--- src/rtl/trmf_pkg.sv ---
// Shared types and constants for the tagged radio message FIFO.
`timescale 1ns / 1ps

package trmf_pkg;

   localparam int SLOTS     = 8;
   localparam int MSG_BYTES = 32;
   localparam int PIPE_MAX  = 5;

   localparam int SLOT_W  = (SLOTS > 1) ? $clog2(SLOTS) : 1;
   localparam int CNT_W   = $clog2(SLOTS + 1);
   localparam int LEN_W   = $clog2(MSG_BYTES + 1);
   localparam int BYTE_DEPTH = SLOTS * MSG_BYTES;
   localparam int BYTE_AW = (BYTE_DEPTH > 1) ? $clog2(BYTE_DEPTH) : 1;

   typedef enum logic [1:0] {
      ACT_PUSH_BYTE  = 2'd0,
      ACT_PUSH_EMPTY = 2'd1,
      ACT_POP        = 2'd2,
      ACT_NONE       = 2'd3
   } action_type;

   typedef enum logic [2:0] {
      STAT_OK       = 3'd0,
      STAT_FULL     = 3'd1,
      STAT_TOO_LONG = 3'd2,
      STAT_BAD_PIPE = 3'd3,
      STAT_EMPTY    = 3'd4
   } status_type;

   typedef enum logic [1:0] {
      FSM_IDLE,
      FSM_META,
      FSM_BYTES
   } fsm_state_type;

   typedef struct packed {
      action_type  action;
      logic [7:0]  data_byte;
      logic        last_byte;
      logic [2:0]  pipe;
   } req_type;

   typedef struct packed {
      status_type  status;
      logic [7:0]  out_byte;
      logic        byte_valid;
      logic [2:0]  out_pipe;
      logic [5:0]  msg_length;
      logic        run_end;
      logic [3:0]  queued_count;
      logic        is_empty;
      logic        is_full;
   } rsp_type;

   typedef struct packed {
      logic [LEN_W-1:0] length;
      logic [2:0]       pipe;
   } meta_type;

endpackage

--- src/rtl/trmf_ram.sv ---
// Generic single-write, single-read synchronous RAM with registered read data.
`timescale 1ns / 1ps

module trmf_ram #(
   parameter int WIDTH = 8,
   parameter int DEPTH = 16
) (
   input  logic                                   clock,
   input  logic                                   wr_en,
   input  logic [((DEPTH > 1) ? $clog2(DEPTH) : 1)-1:0] wr_addr,
   input  logic [WIDTH-1:0]                       wr_data,
   input  logic                                   rd_en,
   input  logic [((DEPTH > 1) ? $clog2(DEPTH) : 1)-1:0] rd_addr,
   output logic [WIDTH-1:0]                       rd_data
);

   logic [WIDTH-1:0] mem_ff [DEPTH];
   logic [WIDTH-1:0] rd_data_ff;

   always_ff @(posedge clock) begin
      if (wr_en) begin
         mem_ff[wr_addr] <= wr_data;
      end
      if (rd_en) begin
         rd_data_ff <= mem_ff[rd_addr];
      end
   end

   assign rd_data = rd_data_ff;

endmodule

--- src/rtl/tagged_radio_message_fifo_unit.sv ---
// Top level of the tagged radio message FIFO: slot ring, push checks and pop streaming.
`timescale 1ns / 1ps

// Channel | Dir | Payload  | Handshake
// req     | in  | req_type | req_valid / req_stall
// rsp     | out | rsp_type | rsp_valid / rsp_stall
//
// Push-byte, push-empty and ignored items are handled in the idle state; a completing push
// loads its status transaction straight into the output register.
// A pop reads the slot record (idle, then META) and the first byte from the byte store (BYTES),
// then one byte per cycle as the output register frees; an empty pop loads its empty status directly.
// Reset clears pointers, counts and handshake state; slot contents stay undefined.
// rsp_stall holds the output register and, while it is full, stalls req.

module tagged_radio_message_fifo_unit
   import trmf_pkg::*;
(
   input  logic    clock,
   input  logic    reset,
   input  logic    req_valid,
   output logic    req_stall,
   input  req_type req_data,
   output logic    rsp_valid,
   input  logic    rsp_stall,
   output rsp_type rsp_data
);

   fsm_state_type state_ff, state_in;
   logic [SLOT_W-1:0] head_ff, head_in, tail_ff, tail_in, pop_slot_ff, pop_slot_in;
   logic [CNT_W-1:0]  queued_ff, queued_in;
   logic [LEN_W-1:0]  pos_ff, pos_in;
   logic              ovf_ff, ovf_in, drop_ff, drop_in;
   logic [LEN_W-1:0]  len_ff, len_in, rd_idx_ff, rd_idx_in, emit_idx_ff, emit_idx_in;
   logic [2:0]        pipe_ff, pipe_in;
   logic              data_pend_ff, data_pend_in;
   logic              rsp_valid_ff, rsp_valid_in;
   rsp_type           rsp_ff, rsp_in;

   logic              byte_wr_en, byte_rd_en;
   logic [BYTE_AW-1:0] byte_wr_addr, byte_rd_addr;
   logic [7:0]        byte_rd_data;
   logic              meta_wr_en, meta_rd_en;
   meta_type          meta_wr_data, meta_rd_data;
   logic [LEN_W-1:0]  meta_len;

   logic              accept, out_free, full_now, store, drop_n, ovf_n, is_byte;
   logic              cmp_full, cmp_long, last_emit, load_byte;
   logic [LEN_W-1:0]  pos_n, cmp_len;
   status_type        cmp_status;

   function automatic logic [SLOT_W-1:0] next_slot(input logic [SLOT_W-1:0] s);
      return (s == SLOT_W'(SLOTS - 1)) ? '0 : s + SLOT_W'(1);
   endfunction

   function automatic rsp_type make_rsp(input status_type st, input logic [7:0] b,
                                        input logic bv, input logic [2:0] p,
                                        input logic [LEN_W-1:0] l, input logic e,
                                        input logic [CNT_W-1:0] q);
      rsp_type r;
      r.status       = st;
      r.out_byte     = b;
      r.byte_valid   = bv;
      r.out_pipe     = p;
      r.msg_length   = 6'(l);
      r.run_end      = e;
      r.queued_count = 4'(q);
      r.is_empty     = (q == '0);
      r.is_full      = (q == CNT_W'(SLOTS));
      return r;
   endfunction

   trmf_ram #(.WIDTH(8), .DEPTH(BYTE_DEPTH)) u_byte_ram (
      .clock   (clock),
      .wr_en   (byte_wr_en),
      .wr_addr (byte_wr_addr),
      .wr_data (req_data.data_byte),
      .rd_en   (byte_rd_en),
      .rd_addr (byte_rd_addr),
      .rd_data (byte_rd_data)
   );

   trmf_ram #(.WIDTH($bits(meta_type)), .DEPTH(SLOTS)) u_meta_ram (
      .clock   (clock),
      .wr_en   (meta_wr_en),
      .wr_addr (tail_ff),
      .wr_data (meta_wr_data),
      .rd_en   (meta_rd_en),
      .rd_addr (head_ff),
      .rd_data (meta_rd_data)
   );

   assign out_free  = !rsp_valid_ff || !rsp_stall;
   assign req_stall = !((state_ff == FSM_IDLE) && out_free);
   assign accept    = req_valid && !req_stall;

   assign full_now = (queued_ff == CNT_W'(SLOTS));
   assign store    = !full_now && (pos_ff < LEN_W'(MSG_BYTES));
   assign pos_n    = pos_ff + LEN_W'(store);
   assign drop_n   = drop_ff || full_now;
   assign ovf_n    = ovf_ff || (!full_now && !store);
   assign is_byte  = (req_data.action == ACT_PUSH_BYTE);
   assign cmp_full = is_byte ? drop_n : full_now;
   assign cmp_long = is_byte && ovf_n;
   assign cmp_len  = is_byte ? pos_n : '0;

   always_comb begin
      if (cmp_full) begin
         cmp_status = STAT_FULL;
      end else if (cmp_long) begin
         cmp_status = STAT_TOO_LONG;
      end else if (req_data.pipe > 3'(PIPE_MAX)) begin
         cmp_status = STAT_BAD_PIPE;
      end else begin
         cmp_status = STAT_OK;
      end
   end

   assign meta_len  = (meta_rd_data.length > LEN_W'(MSG_BYTES)) ? LEN_W'(MSG_BYTES)
                                                                 : meta_rd_data.length;
   assign last_emit = (emit_idx_ff == len_ff - LEN_W'(1));
   assign load_byte = (state_ff == FSM_BYTES) && (len_ff != '0) && data_pend_ff && out_free;

   assign byte_wr_addr = BYTE_AW'(tail_ff) * BYTE_AW'(MSG_BYTES) + BYTE_AW'(pos_ff);
   assign byte_rd_addr = BYTE_AW'(pop_slot_ff) * BYTE_AW'(MSG_BYTES) + BYTE_AW'(rd_idx_ff);
   assign meta_wr_data = '{length: cmp_len, pipe: req_data.pipe};

   always_comb begin
      state_in = state_ff;
      case (state_ff)
         FSM_IDLE: begin
            if (accept && (req_data.action == ACT_POP) && (queued_ff != '0)) begin
               state_in = FSM_META;
            end
         end
         FSM_META: begin
            state_in = FSM_BYTES;
         end
         FSM_BYTES: begin
            if (out_free && ((len_ff == '0) || (data_pend_ff && last_emit))) begin
               state_in = FSM_IDLE;
            end
         end
         default: begin
            state_in = FSM_IDLE;
         end
      endcase
   end

   always_comb begin
      head_in      = head_ff;
      tail_in      = tail_ff;
      pop_slot_in  = pop_slot_ff;
      queued_in    = queued_ff;
      pos_in       = pos_ff;
      ovf_in       = ovf_ff;
      drop_in      = drop_ff;
      len_in       = len_ff;
      pipe_in      = pipe_ff;
      rd_idx_in    = rd_idx_ff;
      emit_idx_in  = emit_idx_ff;
      data_pend_in = data_pend_ff;
      rsp_in       = rsp_ff;
      rsp_valid_in = rsp_valid_ff && rsp_stall;
      byte_wr_en   = 1'b0;
      byte_rd_en   = 1'b0;
      meta_wr_en   = 1'b0;
      meta_rd_en   = 1'b0;
      case (state_ff)
         FSM_IDLE: begin
            if (accept) begin
               case (req_data.action)
                  ACT_PUSH_BYTE, ACT_PUSH_EMPTY: begin
                     byte_wr_en = is_byte && store;
                     if (is_byte && !req_data.last_byte) begin
                        pos_in  = pos_n;
                        ovf_in  = ovf_n;
                        drop_in = drop_n;
                     end else begin
                        pos_in       = '0;
                        ovf_in       = 1'b0;
                        drop_in      = 1'b0;
                        rsp_valid_in = 1'b1;
                        if (cmp_status == STAT_OK) begin
                           meta_wr_en = 1'b1;
                           tail_in    = next_slot(tail_ff);
                           queued_in  = queued_ff + CNT_W'(1);
                           rsp_in     = make_rsp(STAT_OK, 8'd0, 1'b0, req_data.pipe,
                                                 cmp_len, 1'b1, queued_ff + CNT_W'(1));
                        end else begin
                           rsp_in = make_rsp(cmp_status, 8'd0, 1'b0, 3'd0, '0, 1'b1,
                                             queued_ff);
                        end
                     end
                  end
                  ACT_POP: begin
                     if (queued_ff == '0) begin
                        rsp_valid_in = 1'b1;
                        rsp_in = make_rsp(STAT_EMPTY, 8'd0, 1'b0, 3'd0, '0, 1'b1, queued_ff);
                     end else begin
                        meta_rd_en  = 1'b1;
                        pop_slot_in = head_ff;
                        head_in     = next_slot(head_ff);
                        queued_in   = queued_ff - CNT_W'(1);
                     end
                  end
                  default: begin
                  end
               endcase
            end
         end
         FSM_META: begin
            len_in       = meta_len;
            pipe_in      = meta_rd_data.pipe;
            rd_idx_in    = '0;
            emit_idx_in  = '0;
            data_pend_in = 1'b0;
         end
         FSM_BYTES: begin
            if (len_ff == '0) begin
               if (out_free) begin
                  rsp_valid_in = 1'b1;
                  rsp_in = make_rsp(STAT_OK, 8'd0, 1'b0, pipe_ff, '0, 1'b1, queued_ff);
               end
            end else begin
               if (load_byte) begin
                  rsp_valid_in = 1'b1;
                  rsp_in = make_rsp(STAT_OK, byte_rd_data, 1'b1, pipe_ff, len_ff,
                                    last_emit, queued_ff);
                  emit_idx_in = emit_idx_ff + LEN_W'(1);
               end
               if ((rd_idx_ff < len_ff) && (!data_pend_ff || load_byte)) begin
                  byte_rd_en   = 1'b1;
                  rd_idx_in    = rd_idx_ff + LEN_W'(1);
                  data_pend_in = 1'b1;
               end else if (load_byte) begin
                  data_pend_in = 1'b0;
               end
            end
         end
         default: begin
         end
      endcase
   end

   always_ff @(posedge clock) begin
      if (reset) begin
         state_ff     <= FSM_IDLE;
         head_ff      <= '0;
         tail_ff      <= '0;
         queued_ff    <= '0;
         pos_ff       <= '0;
         ovf_ff       <= 1'b0;
         drop_ff      <= 1'b0;
         data_pend_ff <= 1'b0;
         rsp_valid_ff <= 1'b0;
      end else begin
         state_ff     <= state_in;
         head_ff      <= head_in;
         tail_ff      <= tail_in;
         queued_ff    <= queued_in;
         pos_ff       <= pos_in;
         ovf_ff       <= ovf_in;
         drop_ff      <= drop_in;
         data_pend_ff <= data_pend_in;
         rsp_valid_ff <= rsp_valid_in;
      end
   end

   always_ff @(posedge clock) begin
      pop_slot_ff <= pop_slot_in;
      len_ff      <= len_in;
      pipe_ff     <= pipe_in;
      rd_idx_ff   <= rd_idx_in;
      emit_idx_ff <= emit_idx_in;
      rsp_ff      <= rsp_in;
   end

   assign rsp_valid = rsp_valid_ff;
   assign rsp_data  = rsp_ff;

   a_queued_bound: assert property (@(posedge clock) disable iff (reset)
      queued_ff <= CNT_W'(SLOTS))
      else $error("queued count above slot count");

   a_empty_pop: assert property (@(posedge clock) disable iff (reset)
      accept && (req_data.action == ACT_POP) && (queued_ff == '0)
      |=> rsp_valid && (rsp_data.status == STAT_EMPTY))
      else $error("pop on empty queue gave no empty status");

   a_busy_stall: assert property (@(posedge clock) disable iff (reset)
      (state_ff != FSM_IDLE) |-> req_stall)
      else $error("request accepted during a pop run");

   a_pend_bytes: assert property (@(posedge clock) disable iff (reset)
      data_pend_ff |-> (state_ff == FSM_BYTES))
      else $error("byte read pending outside the byte run");

endmodule

--- config.mk ---
export PLATFORM = sky130hd
export DESIGN_NAME = tagged_radio_message_fifo_unit
export DESIGN_NICKNAME = d
export VERILOG_FILES = /design/src/rtl/trmf_pkg.sv /design/src/rtl/trmf_ram.sv /design/src/rtl/tagged_radio_message_fifo_unit.sv
export SDC_FILE = /design/constraint.sdc
export NUM_CORES = 2
export LEC_CHECK = 0
export ABC_AREA = 1
export BUFFER_PORTS_ARGS = -buffer_cell sky130_fd_sc_hd__buf_2
export CORE_UTILIZATION = 25
export CTS_CLUSTER_SIZE = 12
export DETAILED_ROUTE_END_ITERATION = 16
export MAX_ROUTING_LAYER = met4
export SYNTH_ARGS = -nofsm -noshare
export SYNTH_HDL_FRONTEND = slang
export SYNTH_HIERARCHICAL = 1
export SYNTH_SLANG_ARGS = --single-unit
--- constraint.sdc ---
create_clock -name clock -period 3.35 [get_ports clock]
set_clock_uncertainty 0.05 [all_clocks]
set_input_delay 0.335 -clock clock [delete_from_list [all_inputs] [get_ports clock]]
set_output_delay 0.335 -clock clock [all_outputs]
set_load 0.01 [all_outputs]
[After elaboration in Yosys (flattened, before gate mapping)]
Memory sizes are Yosys's and may differ from the RTL's. A register that Yosys moved wholly into a read port is not among the register bits.
Index checks and enable logic that the tools add are counted.
Cells by class
  add/sub/neg operators: 10
  multiply operators: 0
  divide/modulo/power cells: 0
  order comparisons: 4
  equal/unequal tests: 24
  shift operators: 0
  mux-type cells: 63
  bitwise logic cells: 2
  reductions and logical operators: 49
Operator list (count)
  $mux 28: 7
  $pmux 28 s2: 2
  $mux 6: 6
  $mux 1: 31
  $pmux 6 s2: 2
  $add 8x6->8: 2
  $logic_and 1x1->1: 16
  $add 6x1->6 const B: 2
  $mux 4: 3
  $ne 2x2->1 const B: 6
  $reduce_and 3->1: 4
  $mux 3: 3
  $ne 3x2->1 const B: 3
  $eq 4x4->1 const B: 2
  $logic_not 4->1: 2
  $mux 2: 4
  $pmux 4 s2: 1
  $logic_not 1->1: 7
  $reduce_and 7->1: 1
  $add 3x1->3 const B: 2
  $add 6x1->6: 1
  $eq 3x3->1 const B: 2
  $eq 6x6->1: 1
  $gt 6x6->1 const B: 1
  26 further kinds: 41
Word-level totals
  register bits after elaboration: 74
  bits in latches: 0
  RAM bits: 2120
  ROM bits: 0
  bits of input ports: 18
  output and inout bits: 30
  logic and storage cells: 177
  memories: 2
Memories
  u_byte_ram.mem_ff: words 256, bits a word 8, read ports 1, clocked after memory_dff 1, write ports 1, line trmf_ram.sv:17  | logic [WIDTH-1:0] mem_ff [DEPTH];
  u_meta_ram.mem_ff: words 8, bits a word 9, read ports 1, clocked after memory_dff 1, write ports 1, line trmf_ram.sv:17

[Longest topological paths before layout]
  depth after elaboration: 17
  gate-level depth with buffers: 15
  mapped depth without buffers: 13

[Hierarchy]
Netlist, hierarchy kept.
Modules (own cells, without submodules)
  trmf_ram at u_byte_ram: times used 1, cells each 7003, area an instance 83476.3 µm², seq. area each 61739.2 µm²
  tagged_radio_message_fifo_unit: times used 1, cells each 439, area an instance 3978.8 µm², seq. area each 2001.9 µm²
  trmf_ram at u_meta_ram: times used 1, cells each 337, area an instance 3498.4 µm², seq. area each 2432.3 µm²

[Worst setup path after synthesis]
Ideal clock, no wire load.
  kind: flip-flop to flip-flop
  from: register state_ff[0]
  to: register rsp_ff, in the netlist rsp_data[0], enable pin
  setup time: 0.422 ns
  arrival: 2.515 ns
  required time: 2.878 ns
  slack: 0.362 ns
  stages on the path, launching flop included: 7
  buffers on the path: 2
  clock period less this slack: 2.988 ns
  cells stage by stage: dfxtp_1 > inv_1 > ha_1 > clkbuf_1 > clkbuf_1 > nand2_1 > a21oi_1
Between the ends
  longest elaborated chain between the ends: 6
  elaborated cells between the ends (all ways): 15
  those cells by class: eq/ne (7); reduce/logical (8)
Ends and longest elaborated chain
  start: declaration: line tagged_radio_message_fifo_unit.sv:28  | fsm_state_type state_ff, state_in;
  start signal: assignment: line tagged_radio_message_fifo_unit.sv:257  | state_ff <= state_in;
  $eq 2x2->1: line tagged_radio_message_fifo_unit.sv:121, tagged_radio_message_fifo_unit.sv:168
  $logic_and 1x1->1 (3 in series): line tagged_radio_message_fifo_unit.sv:121  | assign load_byte = (state_ff == FSM_BYTES) && (len_ff != '0) && data_pend_ff && out_free;
  $ne 3x2->1 (no source line)
  $reduce_and 7->1 (no source line) *
  end signal: assignment: line tagged_radio_message_fifo_unit.sv:275  | rsp_ff <= rsp_in;
  end: declaration: line tagged_radio_message_fifo_unit.sv:37  | rsp_type rsp_ff, rsp_in;
Mark *: on every way between the ends. The rest lies on a longest branch, timed or not.
A chain may end at the register's enable or synchronous reset.

[Worst setup path in the final report]
  from: register rd_idx_ff[0]
  to: register u_byte_ram.rd_data_ff[7] (netlist: u_byte_ram/rd_data[7]) (read register of u_byte_ram.mem_ff), data pin
Between the ends
  longest elaborated chain between the ends: 5
  elaborated cells between the ends (all ways): 6
  those cells by class: add/sub (1); order compare (1); mux (3); reduce/logical (1)
Ends and longest elaborated chain
  start: declaration: line tagged_radio_message_fifo_unit.sv:33  | logic [LEN_W-1:0] len_ff, len_in, rd_idx_ff, rd_idx_in, emit_idx_ff, emit_idx_in;
  start signal: assignment: line tagged_radio_message_fifo_unit.sv:273  | rd_idx_ff <= rd_idx_in;
  $lt 6x6->1: line tagged_radio_message_fifo_unit.sv:231  | if ((rd_idx_ff < len_ff) && (!data_pend_ff || load_byte)) begin
  $logic_and 1x1->1: line tagged_radio_message_fifo_unit.sv:231
  $mux 1: line tagged_radio_message_fifo_unit.sv:231
  $mux 1: line tagged_radio_message_fifo_unit.sv:219  | if (len_ff == '0) begin
  $mux 1: line tagged_radio_message_fifo_unit.sv:168  | case (state_ff)
  end: declaration: line trmf_ram.sv:18  | logic [WIDTH-1:0] rd_data_ff;
Parallel ways exist; a longest one is shown, timed or not.

==> reports/results.ini <==
[status]
status=complete, no violations

[drt]
wl_per_cell_um=19.4
drtIter0Drc=5725
drc_errors=0
drt_pass1_iterations=7
vias_per_cell=4.61
drt_wl_total_um=251000
via_count=59700
drtAntennaViolNets=0

[critical_path]
cp_max_fo=69
endpoint_kind=flop
slowest_delay_ps=630
crit_path_frequent_cell=nand3_1
arrival_ps=3750
required_ps=4050
cp_cell_sequence=buf_12, inv_16, buf_4, nand2_1, nand3_1, nand3_1, nand3_1, nand3_1, nand3_1, nand3_1, nand2_1, nand2_1, nand2_1
startpoint_type=flop
cp_slowest_cell=buf_4
critical_path_class=flop to flop

[floorplan]
num_rows=221
num_io_pins=48
core-area_um2=362000
start_util_pct=25.1
die_h_um=605
dieWidth_um=605
dieArea_um2=366000

[cts]
clk_latency_ps=880
clock_sinks=2211
clk_pin_slew_ps=60
cts_root_buf=clkbuf_16
cts-buffers-inserted=217
cts_tree=yes
cts_setup_buffers=0
holdBufCountCts=16
cts.path.max_buffers=4
h-tree-depth=4
cts_resized=0

[synth]
synthesis.area_um2=91000
synthMuxAreaShare_pct=0
synth_top_family_by_area=simple AND/OR/NAND/NOR gates
avgSynthCellArea_um2=11.7
synth-seq-cells=2211
synth_top_area_share_pct=72.3
synth-compound-area-share_pct=0.436
synth-async-reset-ratio_pct=0
synth_ff_type=edfxtp_1
yosysTopAreaCell=edfxtp_1
syn_nets=7820
synth-edff-count=2189
synth_xor_area_share_pct=0.125
syn_inst=7779
synth-seq-area-share_pct=72.8
yosysWarnings=6
synth_area_leaders=edfxtp_1, nand3_1, nand2_1
synth-simple-area-share_pct=22.7
ys_types=43
synthAdderAreaFrac_pct=0.316

[final_layout]
layout-drive-gt1-share_pct=10.5
final_nets=8119
area_growth_pct=16.1
fin_area_um2=106000

[timing]
setup_tns_ps=0
setup_viol=0
hold_viol_final=0
period_needed_ps=3050
relSlewSlack_pct=38.0
period_share_pct=91.1
grt_setup_unrepaired=false
finalMaxSlewViolations=0
tightest_slew_ps=930
clock.fmax_mhz=328

[job]
max_cap_violations=0

[placed_design]
portBuffers=47
place_congestion=0.884
place_area_um2=99600
dp_hpwl_um=152000

[global_route]
grt_overflow=0
first_global_vias=56700
grt_max_degree=104
grt_usage_pct=13.7
antenna_found_initial=3
grt_pass1_wl_um=372000

[worst_hold_path]
hold_path_class=input pin to flop

[power]
sw_frac_of_total_pct=36.8
combPwrFrac_pct=34.1
p_sw_mw=29.3
ir_drop_uv=512
p_int_mw=50.5
p_leak_nw=37.0
power_frac_clock_pct=27.0
power_mw=79.8
power_frac_seq_pct=39.0
power-per-cell-area_nw_per_um2=756

==> logic make-up after synthesis <==
| logic type | after synthesis |
|---|---|
| XOR/XNOR | 13 |
| buffers and inverters | 692 |
| adder cells (fa/ha/maj) | 23 |
| flip-flops | 2211 |
| AND/OR/NAND/NOR | 4774 |
| AO/OA/AOI/OAI | 66 |
==> cell usage in the layout (no fill, tap or decap), types with 3 or more instances in the layout <==
cell type	n
a21oi_1	24
a21oi_2	3
a22o_1	3
buf_12	76
buf_2	39
buf_4	441
buf_8	8
clkbuf_1	39
clkbuf_16	219
clkinv_1	15
clkinv_2	6
dfxtp_1	22
diode_2	4
dlygate4sd3_1	16
edfxtp_1	2189
ha_1	22
inv_1	173
inv_2	8
inv_4	5
inv_6	3
nand2_1	2314
nand2_2	14
nand3_1	2075
nand3_2	4
nand4_1	3
nor2_1	348
nor3_1	4
o21ai_0	20
o21ai_1	4
o22ai_1	5
xnor2_1	3
xor2_1	10
==> final cells by class <==
class	instances	area, um2
fillers	36600	257000
flip-flops and latches	2211	66200
multi-input cells	4876	21500
well taps	4794	6000
clock buffers	260	5650
repair buffers	580	5310
inverters	192	766
clock inverters	26	178
diodes	4	10.0
==> cell usage after synthesis, types with 2 or more instances <==
cell type / count
a21oi_1: 25
a21oi_2: 2
a22o_1: 3
buf_1: 40
buf_2: 270
buf_4: 50
buf_6: 21
clkbuf_1: 118
clkinv_1: 2
dfxtp_1: 22
edfxtp_1: 2189
ha_1: 23
inv_1: 175
inv_2: 9
inv_4: 5
nand2_1: 2326
nand2_2: 2
nand2_4: 2
nand3_1: 2075
nand3_2: 4
nand4_1: 3
nor2_1: 348
nor2_4: 2
nor2_8: 2
nor3_1: 5
o21ai_0: 20
o21ai_1: 4
o21ai_2: 2
o22ai_1: 5
xnor2_1: 3
xor2_1: 10
==> power groups by stage <==
stage	combinational, mW	clock, mW	sequential (mW)
6_report	27.2	21.5	31.1
5_1_grt	29.6	22.8	31.1
4_1_cts	27.2	21.9	31.1
3_5_place_dp	27.1	0	31.7
3_3_place_gp	27.0	0	31.7
2_1_floorplan	17.2	0	31.6
==> layer usage <==
layer	vias up	GRT usage (%)	share of wire, %
li1	27800	-	-
met1	29200	17.2	40
met2	2152	22.5	48
met3	452	1.79	6.9
met4	0	5.30	4.2
met5	-	-	0
==> worst max-delay path, delay by kind of cell (launching register included) <==
kind | cells | cell delay (ps)
flops | 1 | 470
simple gates | 10 | 1350
buf+inv | 3 | 1040
==> stage by stage <==
step / hold slack (ps) / std cells / util, % / worst slack (ps)
after floorplan: 350 / 7779 / - / 362
after global placement: 354 / 12600 / 27.5 / 241
after detailed placement: 358 / 12600 / 27.5 / 224
after CTS: 8.31 / 12900 / 29.2 / 280
after global routing: 50.9 / 12900 / 29.2 / 146
final: 39.1 / 12900 / 29.2 / 298
==> flip-flops by register name, indices dropped and copies added, names as in the netlist, 4 cells and up <==
register	cells
rd_idx_ff	6
emit_idx_ff	6
u_meta_ram/rd_data	9
queued_ff	4
u_meta_ram/mem_ff	72
u_byte_ram/rd_data	8
pos_ff	6
len_ff	6
rsp_data	28
u_byte_ram/mem_ff	2048
==> path summary, 6_finish.rpt <==
| kind | from | depth (start not counted) | slack [ps] | to |
|---|---|---|---|---|
| min | rsp_stall | 5 | 40 | rsp_valid$_SDFF_PP0_ |
| min reg2reg | u_meta_ram/rd_data[0]$_DFFE_PP_ | 0 | 370 | pipe_ff[0]$_DFFE_PP_ |
| max | rd_idx_ff[0]$_SDFFCE_PP0P_ | 13 | 300 | u_byte_ram/rd_data[7]$_DFFE_PP_ |
| max reg2reg | rd_idx_ff[0]$_SDFFCE_PP0P_ | 13 | 300 | u_byte_ram/rd_data[7]$_DFFE_PP_ |
(Power assumes the default switching activity.)
